$ cat src/hdl/afc_pkg.sv
`default_nettype none

package afc_pkg;

    // Result status codes
    typedef enum logic [1:0] {
        STATUS_OK       = 2'd0,
        STATUS_FRAMING  = 2'd1,
        STATUS_ID_CMD   = 2'd2,
        STATUS_CHECKSUM = 2'd3
    } afc_status_t;

    // Configuration register indexes
    localparam logic [2:0] CFG_PREFIX     = 3'd0;
    localparam logic [2:0] CFG_POSTFIX    = 3'd1;
    localparam logic [2:0] CFG_EXP_ID     = 3'd2;
    localparam logic [2:0] CFG_REQ_CMD    = 3'd3;
    localparam logic [2:0] CFG_PRINTER    = 3'd4;
    localparam logic [2:0] CFG_MIN_LENGTH = 3'd5;

    localparam int CFG_IDX_W  = 3;
    localparam int CFG_DATA_W = 16;

    // Hard floor on frame length, whatever min_length says
    localparam logic [7:0] MIN_FRAME_FLOOR = 8'd8;

    // Result queue geometry
    localparam int Q_DEPTH = 4;
    localparam int Q_PTR_W = 2;
    localparam int Q_LVL_W = 3;

    // Configuration as seen by the frame checker
    typedef struct packed {
        logic [7:0]  prefix_byte;
        logic [7:0]  postfix_byte;
        logic [7:0]  expected_id;
        logic [15:0] request_command;
        logic        printer_mode;
        logic [7:0]  min_length;
    } afc_cfg_t;

    // One result transfer
    typedef struct packed {
        logic        is_status;
        logic [7:0]  payload_byte;
        afc_status_t status;
        logic        run_last;
    } afc_result_t;

    // Decoded ASCII hex digit
    typedef struct packed {
        logic       ok;
        logic [3:0] value;
    } afc_hex_t;

    function automatic afc_hex_t hex_decode(input logic [7:0] c);
        afc_hex_t h;
        logic [7:0] t;
        h = '0;
        t = '0;
        if (c >= 8'h30 && c <= 8'h39) begin          // '0'..'9'
            h.ok    = 1'b1;
            h.value = c[3:0];
        end else if (c >= 8'h41 && c <= 8'h46) begin // 'A'..'F'
            t       = c - 8'h37;
            h.ok    = 1'b1;
            h.value = t[3:0];
        end else if (c >= 8'h61 && c <= 8'h66) begin // 'a'..'f'
            t       = c - 8'h57;
            h.ok    = 1'b1;
            h.value = t[3:0];
        end
        return h;
    endfunction

endpackage

`default_nettype wire

$ cat src/hdl/afc_frame_check.sv
`default_nettype none

module afc_frame_check #(
    parameter int MAX_FRAME = 1024
) (
    input  wire logic                aclk,
    input  wire logic                aresetn,
    input  wire logic                fire,
    input  wire logic [7:0]          in_byte,
    input  wire logic                in_last,
    input  wire afc_pkg::afc_cfg_t   cfg,
    output logic [1:0]               wr_cnt,
    output afc_pkg::afc_result_t     wr_data0,
    output afc_pkg::afc_result_t     wr_data1
);
    import afc_pkg::*;

    localparam int CW = $clog2(MAX_FRAME + 1);
    localparam int LW = (CW + 1 > 8) ? CW + 1 : 8;

    logic [CW-1:0] count_reg, count_next;
    logic [7:0]    tail_reg [6];
    logic [7:0]    tail_next [6];
    logic [15:0]   sum_reg, sum_next;
    logic [2:0]    flags_reg, flags_next;

    logic [LW-1:0] len;
    logic [7:0]    need;
    logic          emit_payload;
    afc_hex_t      d0, d1, d2, d3;
    logic [15:0]   crc;
    afc_status_t   st;
    afc_result_t   pay_res, st_res;

    // Header echo checks
    always_comb begin
        flags_next = flags_reg;
        if (count_reg == CW'(0) && in_byte != cfg.prefix_byte)
            flags_next[0] = 1'b1;
        if (count_reg == CW'(1) && in_byte != cfg.expected_id)
            flags_next[1] = 1'b1;
        if (count_reg == CW'(2) && in_byte != cfg.request_command[15:8])
            flags_next[2] = 1'b1;
        if (count_reg == CW'(3) && in_byte != cfg.request_command[7:0])
            flags_next[2] = 1'b1;
    end

    // Sum trails the input by four bytes
    assign sum_next = (count_reg >= CW'(4)) ? sum_reg + 16'(tail_reg[3]) : sum_reg;

    // Trailer: four hex digits, byte pairs swapped
    assign d0  = hex_decode(tail_reg[2]);
    assign d1  = hex_decode(tail_reg[1]);
    assign d2  = hex_decode(tail_reg[0]);
    assign d3  = hex_decode(in_byte);
    assign crc = {d2.value, d3.value, d0.value, d1.value};

    assign len  = LW'(count_reg) + LW'(1);
    assign need = (cfg.min_length < MIN_FRAME_FLOOR) ? MIN_FRAME_FLOOR : cfg.min_length;

    // Status priority: framing, echo, checksum
    always_comb begin
        if (len < LW'(need) || flags_next[0] || tail_reg[3] != cfg.postfix_byte) begin
            st = STATUS_FRAMING;
        end else if (!cfg.printer_mode && flags_next[2:1] != 2'b00) begin
            st = STATUS_ID_CMD;
        end else if (!(d0.ok && d1.ok && d2.ok && d3.ok) || crc != sum_next) begin
            st = STATUS_CHECKSUM;
        end else begin
            st = STATUS_OK;
        end
    end

    // Result assembly
    assign emit_payload = (count_reg >= CW'(8));

    always_comb begin
        pay_res              = '0;
        pay_res.is_status    = 1'b0;
        pay_res.payload_byte = tail_reg[5];
        pay_res.status       = STATUS_OK;
        pay_res.run_last     = !in_last;

        st_res               = '0;
        st_res.is_status     = 1'b1;
        st_res.payload_byte  = 8'd0;
        st_res.status        = st;
        st_res.run_last      = 1'b1;

        wr_cnt   = 2'd0;
        wr_data0 = pay_res;
        wr_data1 = st_res;
        if (fire) begin
            if (emit_payload && in_last) begin
                wr_cnt = 2'd2;
            end else if (emit_payload) begin
                wr_cnt = 2'd1;
            end else if (in_last) begin
                wr_cnt   = 2'd1;
                wr_data0 = st_res;
            end
        end
    end

    // Frame state update; cleared after every frame end
    always_comb begin
        count_next = count_reg;
        if (count_reg < CW'(MAX_FRAME))
            count_next = count_reg + CW'(1);
        tail_next[0] = in_byte;
        for (int k = 1; k < 6; k++)
            tail_next[k] = tail_reg[k-1];
    end

    always_ff @(posedge aclk) begin
        if (!aresetn) begin
            count_reg <= '0;
            sum_reg   <= '0;
            flags_reg <= '0;
            for (int k = 0; k < 6; k++)
                tail_reg[k] <= '0;
        end else if (fire) begin
            if (in_last) begin
                count_reg <= '0;
                sum_reg   <= '0;
                flags_reg <= '0;
                for (int k = 0; k < 6; k++)
                    tail_reg[k] <= '0;
            end else begin
                count_reg <= count_next;
                sum_reg   <= sum_next;
                flags_reg <= flags_next;
                for (int k = 0; k < 6; k++)
                    tail_reg[k] <= tail_next[k];
            end
        end
    end

endmodule

`default_nettype wire

$ cat src/hdl/afc_result_fifo.sv
`default_nettype none

module afc_result_fifo (
    input  wire logic                  aclk,
    input  wire logic                  aresetn,
    input  wire logic [1:0]            wr_cnt,
    input  wire afc_pkg::afc_result_t  wr_data0,
    input  wire afc_pkg::afc_result_t  wr_data1,
    output logic                       rd_valid,
    input  wire logic                  rd_ready,
    output afc_pkg::afc_result_t       rd_data,
    output logic [afc_pkg::Q_LVL_W-1:0] level
);
    import afc_pkg::*;

    afc_result_t          mem [Q_DEPTH];
    logic [Q_PTR_W-1:0]   wr_ptr_reg, rd_ptr_reg;
    logic [Q_LVL_W-1:0]   level_reg, level_next;
    logic                 pop;

    assign pop      = rd_valid && rd_ready;
    assign rd_valid = (level_reg != '0);
    assign rd_data  = mem[rd_ptr_reg];
    assign level    = level_reg;

    assign level_next = level_reg + Q_LVL_W'(wr_cnt) - Q_LVL_W'(pop);

    // Storage: up to two writes per cycle
    always_ff @(posedge aclk) begin
        if (wr_cnt != 2'd0)
            mem[wr_ptr_reg] <= wr_data0;
        if (wr_cnt == 2'd2)
            mem[wr_ptr_reg + Q_PTR_W'(1)] <= wr_data1;
    end

    // Pointers and fill level
    always_ff @(posedge aclk) begin
        if (!aresetn) begin
            wr_ptr_reg <= '0;
            rd_ptr_reg <= '0;
            level_reg  <= '0;
        end else begin
            wr_ptr_reg <= wr_ptr_reg + Q_PTR_W'(wr_cnt);
            rd_ptr_reg <= rd_ptr_reg + Q_PTR_W'(pop);
            level_reg  <= level_next;
        end
    end

endmodule

`default_nettype wire

$ cat src/hdl/answer_frame_checker_core.sv
`default_nettype none

// Answer frame checker. Takes one frame byte per transfer on the s_ side
// (s_frame_end on the last byte) and sustains one byte per clock cycle.
// Bytes 2 to n-7 leave on the m_ side as payload transfers, six bytes behind
// the input, before the frame is verified; the frame-end byte adds one status
// transfer (ok, framing, id/command, checksum) that the user should consult
// before trusting the payload. A byte passes an input register, then the
// checker logic, then a four-entry result queue. Since the frame-end byte
// can give two results on a one-result-per-cycle output, input stalls
// whenever the queue holds three or more results. Configuration writes are
// taken at any time but must only be issued while no frame is in progress.
module answer_frame_checker_core #(
    parameter int MAX_FRAME = 1024
) (
    input  wire logic                          aclk,
    input  wire logic                          aresetn,
    // configuration
    input  wire logic                          cfg_we,
    input  wire logic [afc_pkg::CFG_IDX_W-1:0] cfg_idx,
    input  wire logic [afc_pkg::CFG_DATA_W-1:0] cfg_data,
    // input bytes
    input  wire logic                          s_valid,
    output logic                               s_ready,
    input  wire logic [7:0]                    s_answer_byte,
    input  wire logic                          s_frame_end,
    // results
    output logic                               m_valid,
    input  wire logic                          m_ready,
    output logic                               m_is_status,
    output logic [7:0]                         m_payload_byte,
    output logic [1:0]                         m_status,
    output logic                               m_run_last
);
    import afc_pkg::*;

    afc_cfg_t            cfg_reg;
    logic                in_vld_reg;
    logic [7:0]          in_byte_reg;
    logic                in_last_reg;
    logic                fire;
    logic [1:0]          wr_cnt;
    afc_result_t         wr_data0, wr_data1, rd_data;
    logic [Q_LVL_W-1:0]  q_level;

    // Configuration registers
    always_ff @(posedge aclk) begin
        if (!aresetn) begin
            cfg_reg.prefix_byte     <= 8'd2;
            cfg_reg.postfix_byte    <= 8'd3;
            cfg_reg.expected_id     <= 8'd32;
            cfg_reg.request_command <= 16'd0;
            cfg_reg.printer_mode    <= 1'b0;
            cfg_reg.min_length      <= 8'd8;
        end else if (cfg_we) begin
            case (cfg_idx)
                CFG_PREFIX:     cfg_reg.prefix_byte     <= cfg_data[7:0];
                CFG_POSTFIX:    cfg_reg.postfix_byte    <= cfg_data[7:0];
                CFG_EXP_ID:     cfg_reg.expected_id     <= cfg_data[7:0];
                CFG_REQ_CMD:    cfg_reg.request_command <= cfg_data;
                CFG_PRINTER:    cfg_reg.printer_mode    <= cfg_data[0];
                CFG_MIN_LENGTH: cfg_reg.min_length      <= cfg_data[7:0];
                default: ;
            endcase
        end
    end

    // Input register; advances when the queue can absorb two results
    assign fire    = in_vld_reg && (q_level <= Q_LVL_W'(Q_DEPTH - 2));
    assign s_ready = !in_vld_reg || fire;

    always_ff @(posedge aclk) begin
        if (!aresetn) begin
            in_vld_reg <= 1'b0;
        end else if (s_valid && s_ready) begin
            in_vld_reg <= 1'b1;
        end else if (fire) begin
            in_vld_reg <= 1'b0;
        end
    end

    always_ff @(posedge aclk) begin
        if (s_valid && s_ready) begin
            in_byte_reg <= s_answer_byte;
            in_last_reg <= s_frame_end;
        end
    end

    afc_frame_check #(
        .MAX_FRAME (MAX_FRAME)
    ) u_check (
        .aclk     (aclk),
        .aresetn  (aresetn),
        .fire     (fire),
        .in_byte  (in_byte_reg),
        .in_last  (in_last_reg),
        .cfg      (cfg_reg),
        .wr_cnt   (wr_cnt),
        .wr_data0 (wr_data0),
        .wr_data1 (wr_data1)
    );

    afc_result_fifo u_queue (
        .aclk     (aclk),
        .aresetn  (aresetn),
        .wr_cnt   (wr_cnt),
        .wr_data0 (wr_data0),
        .wr_data1 (wr_data1),
        .rd_valid (m_valid),
        .rd_ready (m_ready),
        .rd_data  (rd_data),
        .level    (q_level)
    );

    assign m_is_status    = rd_data.is_status;
    assign m_payload_byte = rd_data.payload_byte;
    assign m_status       = rd_data.status;
    assign m_run_last     = rd_data.run_last;

`ifndef SYNTHESIS
    // Queue never holds more than its depth
    a_queue_bound: assert property (@(posedge aclk) disable iff (!aresetn)
        q_level <= Q_LVL_W'(Q_DEPTH))
        else $error("result queue overflow");

    // A status transfer always closes its run
    a_status_last: assert property (@(posedge aclk) disable iff (!aresetn)
        m_valid && m_is_status |-> m_run_last)
        else $error("status result without run_last");

    // Payload transfers carry a zero status field
    a_payload_status: assert property (@(posedge aclk) disable iff (!aresetn)
        m_valid && !m_is_status |-> m_status == STATUS_OK)
        else $error("payload result with non-zero status");

    // An item in the input register leaves once the queue has room
    a_fire: assert property (@(posedge aclk) disable iff (!aresetn)
        in_vld_reg && q_level == '0 |=> !in_vld_reg || $past(s_valid && s_ready))
        else $error("input register stuck with empty queue");
`endif

endmodule

`default_nettype wire
$ cat config.mk
export PLATFORM = sky130hd
export DESIGN_NAME = answer_frame_checker_core
export DESIGN_NICKNAME = d
export VERILOG_FILES = /design/src/hdl/afc_pkg.sv /design/src/hdl/afc_frame_check.sv /design/src/hdl/afc_result_fifo.sv /design/src/hdl/answer_frame_checker_core.sv
export SDC_FILE = /design/constraint.sdc
export NUM_CORES = 1
export LEC_CHECK = 0
export ABC_AREA = 1
export BUFFER_PORTS_ARGS = -buffer_cell sky130_fd_sc_hd__buf_2
export CORE_MARGIN = 2
export CORE_UTILIZATION = 60
export CTS_CLUSTER_SIZE = 20
export DETAILED_ROUTE_END_ITERATION = 12
export GPL_TIMING_DRIVEN = 0
export PLACE_DENSITY_LB_ADDON = 0.15
export REMOVE_ABC_BUFFERS = 1
export SETUP_SLACK_MARGIN = 0.3
export SLEW_MARGIN = 40
export SYNTH_ARGS = -nofsm -noshare
export SYNTH_HDL_FRONTEND = slang
export SYNTH_SLANG_ARGS = --single-unit
$ cat constraint.sdc
create_clock -name aclk -period 4.45 [get_ports aclk]
set_input_delay 0.89 -clock aclk [delete_from_list [all_inputs] [get_ports aclk]]
set_output_delay 0.89 -clock aclk [all_outputs]
set_load 0.02 [all_outputs]
# Word level (Yosys, flattened, before mapping)
# Memories as Yosys holds them, arrays and structs flattened. A register that Yosys moved wholly into a read port is not among the register bits.
# Cells that the tools add are included.
# word_totals
ff_bits	96
ram_bits	96
output_inout_bits	14
memories	2
# op_classes
n_addsub	16
order_cmp	30
n_eq_ne	15
mux	61
bitwise_logic	12
reduce_logical	46
# mem_list
name	depth	width	read_ports	rd_ports_with_merged_regs	write_ports	line_no	rtl
u_check.tail_reg	6	8	6	0	6	afc_frame_check.sv:22	logic [7:0] tail_reg [6];
u_queue.mem	4	12	1	1	2	afc_result_fifo.sv:16	afc_result_t mem [Q_DEPTH];
# op_table
operator	n
$mux W8	13
$ge A8 B7 Y1 const B	8
$le A8 B7 Y1 const B	8
$mux W5	12
$mux W12	4
$ne A8 B8 Y1	5
$ge A8 B6 Y1 const B	4
$le A8 B6 Y1 const B	4
$mux W16	2
$sub A4 B3 Y4 const B	8
$logic_and A1 B1 Y1	24
$eq A11 B2 Y1 const B	2
$mux W11	2
$mux W1	20
$add A16 B8 Y16	1
$ne A16 B16 Y1	1
$mux W2	7
$reduce_and A2 Y1	7
$add A11 B1 Y12 const B	1
$lt A12 B8 Y1	1
$or A1 B1 Y1	12
$add A11 B1 Y11 const B	1
$eq A11 B1 Y1 const B	1
$ge A11 B3 Y1 const B	1
other kinds (20)	31

# Longest topological paths before layout
# Gate-level depths: netlist of the first run.
# An unclocked memory read counts as a cell.
# depth
ltp_word	18
ltp_mapped	20
ltp_nobuf	20

# By module
# A second synthesis of the first run with hierarchy kept.
# unflattened
cells_unflattened	1457
hier_area_um2	11129.4
# by_module_without_submodules
module	n_inst	cells_each	area_each_um2	seq_area_each_um2
afc_frame_check	1	851	5891.9	2042.0
afc_result_fifo	1	289	2862.7	1581.5
answer_frame_checker_core	1	317	2374.8	1271.2

# Worst setup path after synthesis of the first run
# No wires, ideal clock.
# synth_path
kind	in2reg
start	input port aresetn
end	memory u_check.tail_reg[0][0] (enable)
t_arrival_ps	2253
setup_slack_ps	1777
cell_stages	2
n_path_buf	1
cell_sequence	nand2_1 -> clkbuf_1
# synth_lines
item	line_no	rtl
start: declaration	answer_frame_checker_core.sv:17	input wire logic aresetn,
end: declaration	afc_frame_check.sv:22	

==> results.md, run 1 <==
* Final setup vio count at 0
* Hold_buf cts at 0
* Fmax achieved at 0.3232 GHz
* Initial drt markers at 620
* DRT antenna net count at 0
* Die area at 18000 um2
* Std-Cell Rows at 47
* Most frequent cell after synthesis: nand2_1
* Post-synthesis sequential area ratio at 44.22%
* Leak Pwr at 0.004969 uW
* Power Internal at 3178 uW
* Sequential power share at 46.6%
* Hold path cells at 2
* Setup_tns at 0 ps
* Final Slew Violations at 0
* CP arrival at 3280 ps
* Vias in the first global route at 7859
* Total power at 4644 uW
* Layout cells sized above 1 at 7.994%
* Synth-to-layout area growth at 9.861%
* Latest clock arrival within the worst-skew pair at 440 ps
* Net Switching at 1465 uW
* DRC viols at 0
* Initial Util at 61.29%
* Syn Area/Cell at 7.462 um2
* CTS tree: built
* Setup bufs post-CTS at 0
* Critical path fanouts, max at 4
* YS warnings at 0
* RePlAce Congestion at 0.9435
* Core ar. at 16580 um2
* Slew @ Worst Pin at 781.3 ps
* Top FF cell, synth: dfxtp_1
* Die W at 134.2 um
* First-pass GRT wire length at 37.32 mm
* Synth top area share at 25.02%
* Fin. Hold Viols at 0
* Maximum VDD drop at 0.0002806 V
* Sw frac at 31.56%
* R2R depth at 18
* Fillers at 1429
* Max FFs per register at 49
* RSZ-0062 raised after global routing: false
* Final critical-path required period at 3094 ps
* Routed WL at 22.45 mm
* Total iterations of the first detailed-routing run at 7
* Critical Path Source Type: flip-flop
* Place WS at 1446 ps
* Pin count of the biggest net entering global routing at 58
* Critical path capture point type: flip-flop
* Post-synthesis async set-or-reset flop share at 0%
* Max-capacitance violation count at 0
* Post-synthesis instance total at 1362
* Critical path class: flip-flop to flip-flop
* Top post-synthesis cells by area: dfxtp_1 25%, edfxtp_1 19%, nand2_1 12%
* TritonCTS buffer count at 17
* Post-synth top area cell: dfxtp_1
* TritonCTS Sinks at 192
* Root Driver: clkbuf_16
* GRT Overall Usage at 25.87%
* Most frequent cells after synthesis: 321 x nand2_1, 192 x nor2_1, 177 x inv_1
* Routed len/inst at 13.85 um
* Worst slew margin at 47.72%
* Nets at 1466
* Final HPWL DP at 15.93 mm
* Antenna Cells at 0
* Worst-path clk slew at 70 ps
* Via density at 5.340
* Initial antenna violation count at 0
* Htree depth at 4
* Logic pwr share at 19.9%
* Status: complete, no violations
* Worst Path Required at 4630 ps
* Netlist cell types at 42
* Worst Skew at 7.432 ps
* HP Class: flip-flop to flip-flop
* Synth Cell Area at 10160 um2
* Pwr Density at 415.9 nW/um2
* Fin crit share at 69.53%
* Post-synth EDFFs at 65
* Final setup margin at 1356 ps
* PortBufs at 46
* I/O pins at 47
* Clock tree buffer depth at 2
* Post-CTS sizing at 0
* GRT overflow at 0
* Clk network pwr share at 33.5%
* Die height at 134.2 um
* Seq cells post-synth at 192
* Vias after detailed routing at 8656
## worst max-delay path, stage by stage (launching register included)
cell and delay, ps:
edfxtp_1 450, ha_1 260, inv_1 70, fa_1 400, inv_1 90, nand2_1 60
nand2_1 80, nand3_1 70, nand2_1 160, nand2_1 110, inv_1 80, nand2_2 70
o21ai_1 210, or2_0 140, nand3_1 60, nor2_1 230, nand3_1 150, nand2_2 110
nor2_1 40
## layout by cell type (no fill, tap or decap), types with 3 or more instances in the layout
cell type  instances
nand2_4            3
nand2_1          319
xor2_1            19
buf_2             45
dfxtp_1          126
nor3_2             4
xnor2_1           23
o21ai_0          117
nor2_1           192
nor3b_1            4
nor4_1             3
a21boi_0           4
nand3_1           51
or2_2              3
inv_6              5
ha_1              43
o21ai_1            7
nor3_1            10
nand4_1           21
edfxtp_1          65
nand3b_1           9
nor2_2             4
inv_2              4
a31oi_1            4
o22ai_1           20
nand2_2            6
a21oi_1           66
clkbuf_16         17
inv_1            176
## through the flow
stage	std cells	utilization [%]	hold WS, ps	cell area (um2)
2_1_floorplan	1321	-	423.1	9983
3_3_place_gp	1587	63.25	433.6	10490
3_5_place_dp	1589	63.65	440.7	10560
4_1_cts	1621	67.27	458.2	11160
5_1_grt	1621	67.33	474.8	11170
6_report	1621	67.33	452.7	11170
## final cells by class
cell class	instances	area (um2)	area share, %
Clock inverter	15	175.2	1.569
Inverter	181	679.4	6.085
Tap cell	220	275.3	2.465
Clock buffer	17	425.4	3.810
Sequential cell	192	4496	40.26
Timing Repair Buffer	48	272.8	2.443
Multi-Input combinational cell	948	4842	43.37
## path summary, 6_finish.rpt
path	from	end	slack (ps)
worst max register to register	u_check.tail_reg[0][24]	u_queue.mem[3][2]	1360
worst min register to register	u_queue.mem[2][6]	u_queue.mem[2][6]	450
worst max-delay path	u_check.tail_reg[0][24]	u_queue.mem[3][2]	1360
worst min-delay path	u_queue.mem[2][6]	u_queue.mem[2][6]	450
## routing by layer
layer / part of all wire (%) / vias up / track usage (%)
met5: 0 / - / 0
met4: 2.1 / 0 / 9.064
met3: 4.7 / 33 / 3.741
met2: 48 / 242 / 43.48
met1: 45 / 3937 / 34.39
li1: - / 4444 / -
## kinds of logic (layout without fill, tap and decap cells)
logic type	Yosys count	count (layout)	share of synthesized area (%)
and+or+nand+nor	635	635	26.33
AOI/OAI and AO/OA	226	226	11.68
buffers and inverters	222	261	8.457
DFF	192	192	44.22
adders and majority gates	45	45	5.688
xor gates and xnor gates	42	42	3.619
## power by group through the flow
stage          clock network (uW)  registers [uW]  logic, uW
2_1_floorplan                   0            2150        663
3_3_place_gp                    0            2200        887
3_5_place_dp                    0            2200        920
4_1_cts                      1580            2160        924
5_1_grt                      1660            2190       1040
6_report                     1560            2160        924
(Power assumes the default switching activity.)
==> run 2: changes to the inputs <==
==> constraint.sdc (replaced) <==
create_clock -name aclk -period 2.9 [get_ports aclk]
set_input_delay 0.58 -clock aclk [delete_from_list [all_inputs] [get_ports aclk]]
set_output_delay 0.58 -clock aclk [all_outputs]
set_load 0.02 [all_outputs]
==> run 2 against run 1 <==
Worst hold slack worse by 140 ps. Fmax is 17% higher. Utilization is 4.4 points higher. Power is 56% higher. Flip-flop and latch count stayed put. Global-route usage is 0.64 points higher. Register-to-register slack worse by 1100 ps. Clock skew is 0.70 ps higher. Critical path type unchanged. Highest routed layer unchanged.
==> results.md, run 2 (synthesized netlist as in run 1, its figures left out) <==
* Status: complete, no violations
* Die area at 18000 um2
* Hold path cells at 1
* Most common cell after layout, fill and taps aside: nand2_1
* Most used cell along the critical path: nor2_2
* Worst Skew at 8.132 ps
* Final Slew Violations at 0
* RR Endpoint: u_queue.mem[3][2]
* Antenna Cells at 0
* Fin. Hold Viols at 0
* Latest clock arrival within the worst-skew pair at 440 ps
* First-pass GRT wire length at 38.18 mm
* Critical path fanouts, max at 5
* RSZ-0062 raised after global routing: true
* Root Driver: clkbuf_16
* Vias in the first global route at 8052
* Worst slew margin at 48.60%
* Critical path class: flip-flop to flip-flop
* Fin crit share at 91.26%
* Std-Cell Rows at 47
* Final critical-path required period at 2647 ps
* I/O pins at 47
* Power Internal at 4937 uW
* Fmax achieved at 0.3779 GHz
* HP Class: input pin to flip-flop
* Initial drt markers at 701
* Clock tree buffer depth at 2
* Synth-to-layout area growth at 17.11%
* Clk network pwr share at 33.0%
* Pin count of the biggest net entering global routing at 58
* Pwr Density at 609.8 nW/um2
* Crit-path cells: inv_6, nor3_4, nand4_1, nor2_2, xor2_2, ha_1, nand2_2, nor2_2, nor3_2, nand2_1, o21ai_2, inv_2, nand2_4, nor2_1
* Htree depth at 4
* CP bufs+invs at 2
* Max FFs per register at 49
* Critical Path Source Type: flip-flop
* Die height at 134.2 um
* Final setup margin at 253.4 ps
* CP top delay family: simple AND/OR/NAND/NOR gates
* Leak Pwr at 0.005218 uW
* Vias after detailed routing at 9000
* CP arrival at 2830 ps
* Sequential power share at 45.7%
* RePlAce Congestion at 0.9435
* Routed len/inst at 14.52 um
* CTS tree: built
* Net Switching at 2321 uW
* TritonCTS buffer count at 17
* Min-delay src: s_answer_byte[7]
* Crit path depth at 14
* Nets at 1505
* Final hold slack at 310.9 ps
* TritonCTS Sinks at 192
* Slowest stage delay, CP at 390 ps
* Critical path capture point type: flip-flop
* WHS Endpoint: in_byte_reg[7]
* DRT antenna net count at 0
* Max-capacitance violation count at 0
* Worst-path clk slew at 70 ps
* Reg2reg setup slack at 250 ps
* Initial antenna violation count at 0
* DRC viols at 0
* Slowest CP cell: dfxtp_4
* Routed WL at 24.10 mm
* Slew @ Worst Pin at 766.3 ps
* GRT Overall Usage at 26.51%
* Most frequent cells in the layout: 294 x nand2_1, 176 x nor2_1, 162 x inv_1
* Sw frac at 31.98%
* Initial Util at 61.29%
* Total iterations of the first detailed-routing run at 7
* Maximum VDD drop at 0.0004755 V
* R2R depth at 14
* R2r startpoint: u_check.count_reg[2]
* Die W at 134.2 um
* Core ar. at 16580 um2
* Worst Path Required at 3090 ps
* Place WS at -103.9 ps
* Core Util, Final at 71.77%
* Logic pwr share at 21.3%
* PortBufs at 46
* Layout cells sized above 1 at 17.15%
* Final setup vio count at 0
* Via density at 5.422
* Final HPWL DP at 15.93 mm
* GRT overflow at 0
==> run 2: layer usage <==
metal  track usage (%)  up-vias  part of all wire [%]  wire (um)
met2             44.59      293                    49      11710
li1                  -     4519                     -          -
met4             10.00        0                   3.0        718
met5                 0        -                     0          0
met1             34.69     4131                    43      10410
met3             4.195       57                   5.3       1268
==> run 2: repair_timing <==
action	CTS	global route
setup endpoints to repair	92	42
gates cloned	1	0
hold buffers	0	0
pin swaps	13	32
gates resized for setup	47	85
buffers inserted	18	20
==> run 2: worst max-delay path by stage <==
| stage | from | to | slack, ps |
|---|---|---|---|
| 5_1_grt | u_check.tail_reg[0][24] | u_queue.mem[3][2] | 130 |
| 2_1_floorplan | u_queue.level[2] | u_check.flags_reg[2] | 240 |
| 6_report | u_check.count_reg[2] | u_queue.mem[3][2] | 250 |
| 3_3_place_gp | u_queue.level[2] | u_check.flags_reg[2] | -1060 |
| 4_1_cts | u_check.tail_reg[0][24] | u_queue.mem[1][1] | 270 |
| 3_5_place_dp | u_check.tail_reg[0][24] | u_queue.mem[3][2] | -100 |
==> run 2: worst reg2reg max path: cells and delay by family, from the launching register on <==
kind	cells	cell delay (ps)
compound gates	1	170
buf+inv	2	150
flops	1	390
simple gates	9	1220
fa+ha+maj	1	270
xor+xnor	1	180
==> run 2: final cells by class <==
type,instances,area (um2)
Tap cell,220,275.3
Timing Repair Buffer,86,565.5
Multi-Input combinational cell,948,5235
Sequential cell,192,4524
Timing Repair inverter,1,7.507
Clock inverter,15,175.2
Inverter,181,694.4
Fill cell,1297,4681
Clock buffer,17,425.4
==> run 2: through the flow <==
step / instances / setup TNS, ps / total power (uW) / cell area [um2]
floorplan: 1321 / 0 / 4312 / 9983
global placement: 1587 / -58450 / 4734 / 10490
detailed placement: 1589 / -809.3 / 4788 / 10560
CTS: 1640 / 0 / 7219 / 11440
global route: 1660 / 0 / 7639 / 11900
finish: 1660 / 0 / 7259 / 11900
==> run 2: power by group through the flow <==
stage / combinational, uW / sequential, uW / clock, uW
6_report: 1550 / 3320 / 2390
5_1_grt: 1730 / 3360 / 2550
4_1_cts: 1490 / 3310 / 2420
3_5_place_dp: 1410 / 3380 / 0
3_3_place_gp: 1360 / 3370 / 0
2_1_floorplan: 1020 / 3290 / 0
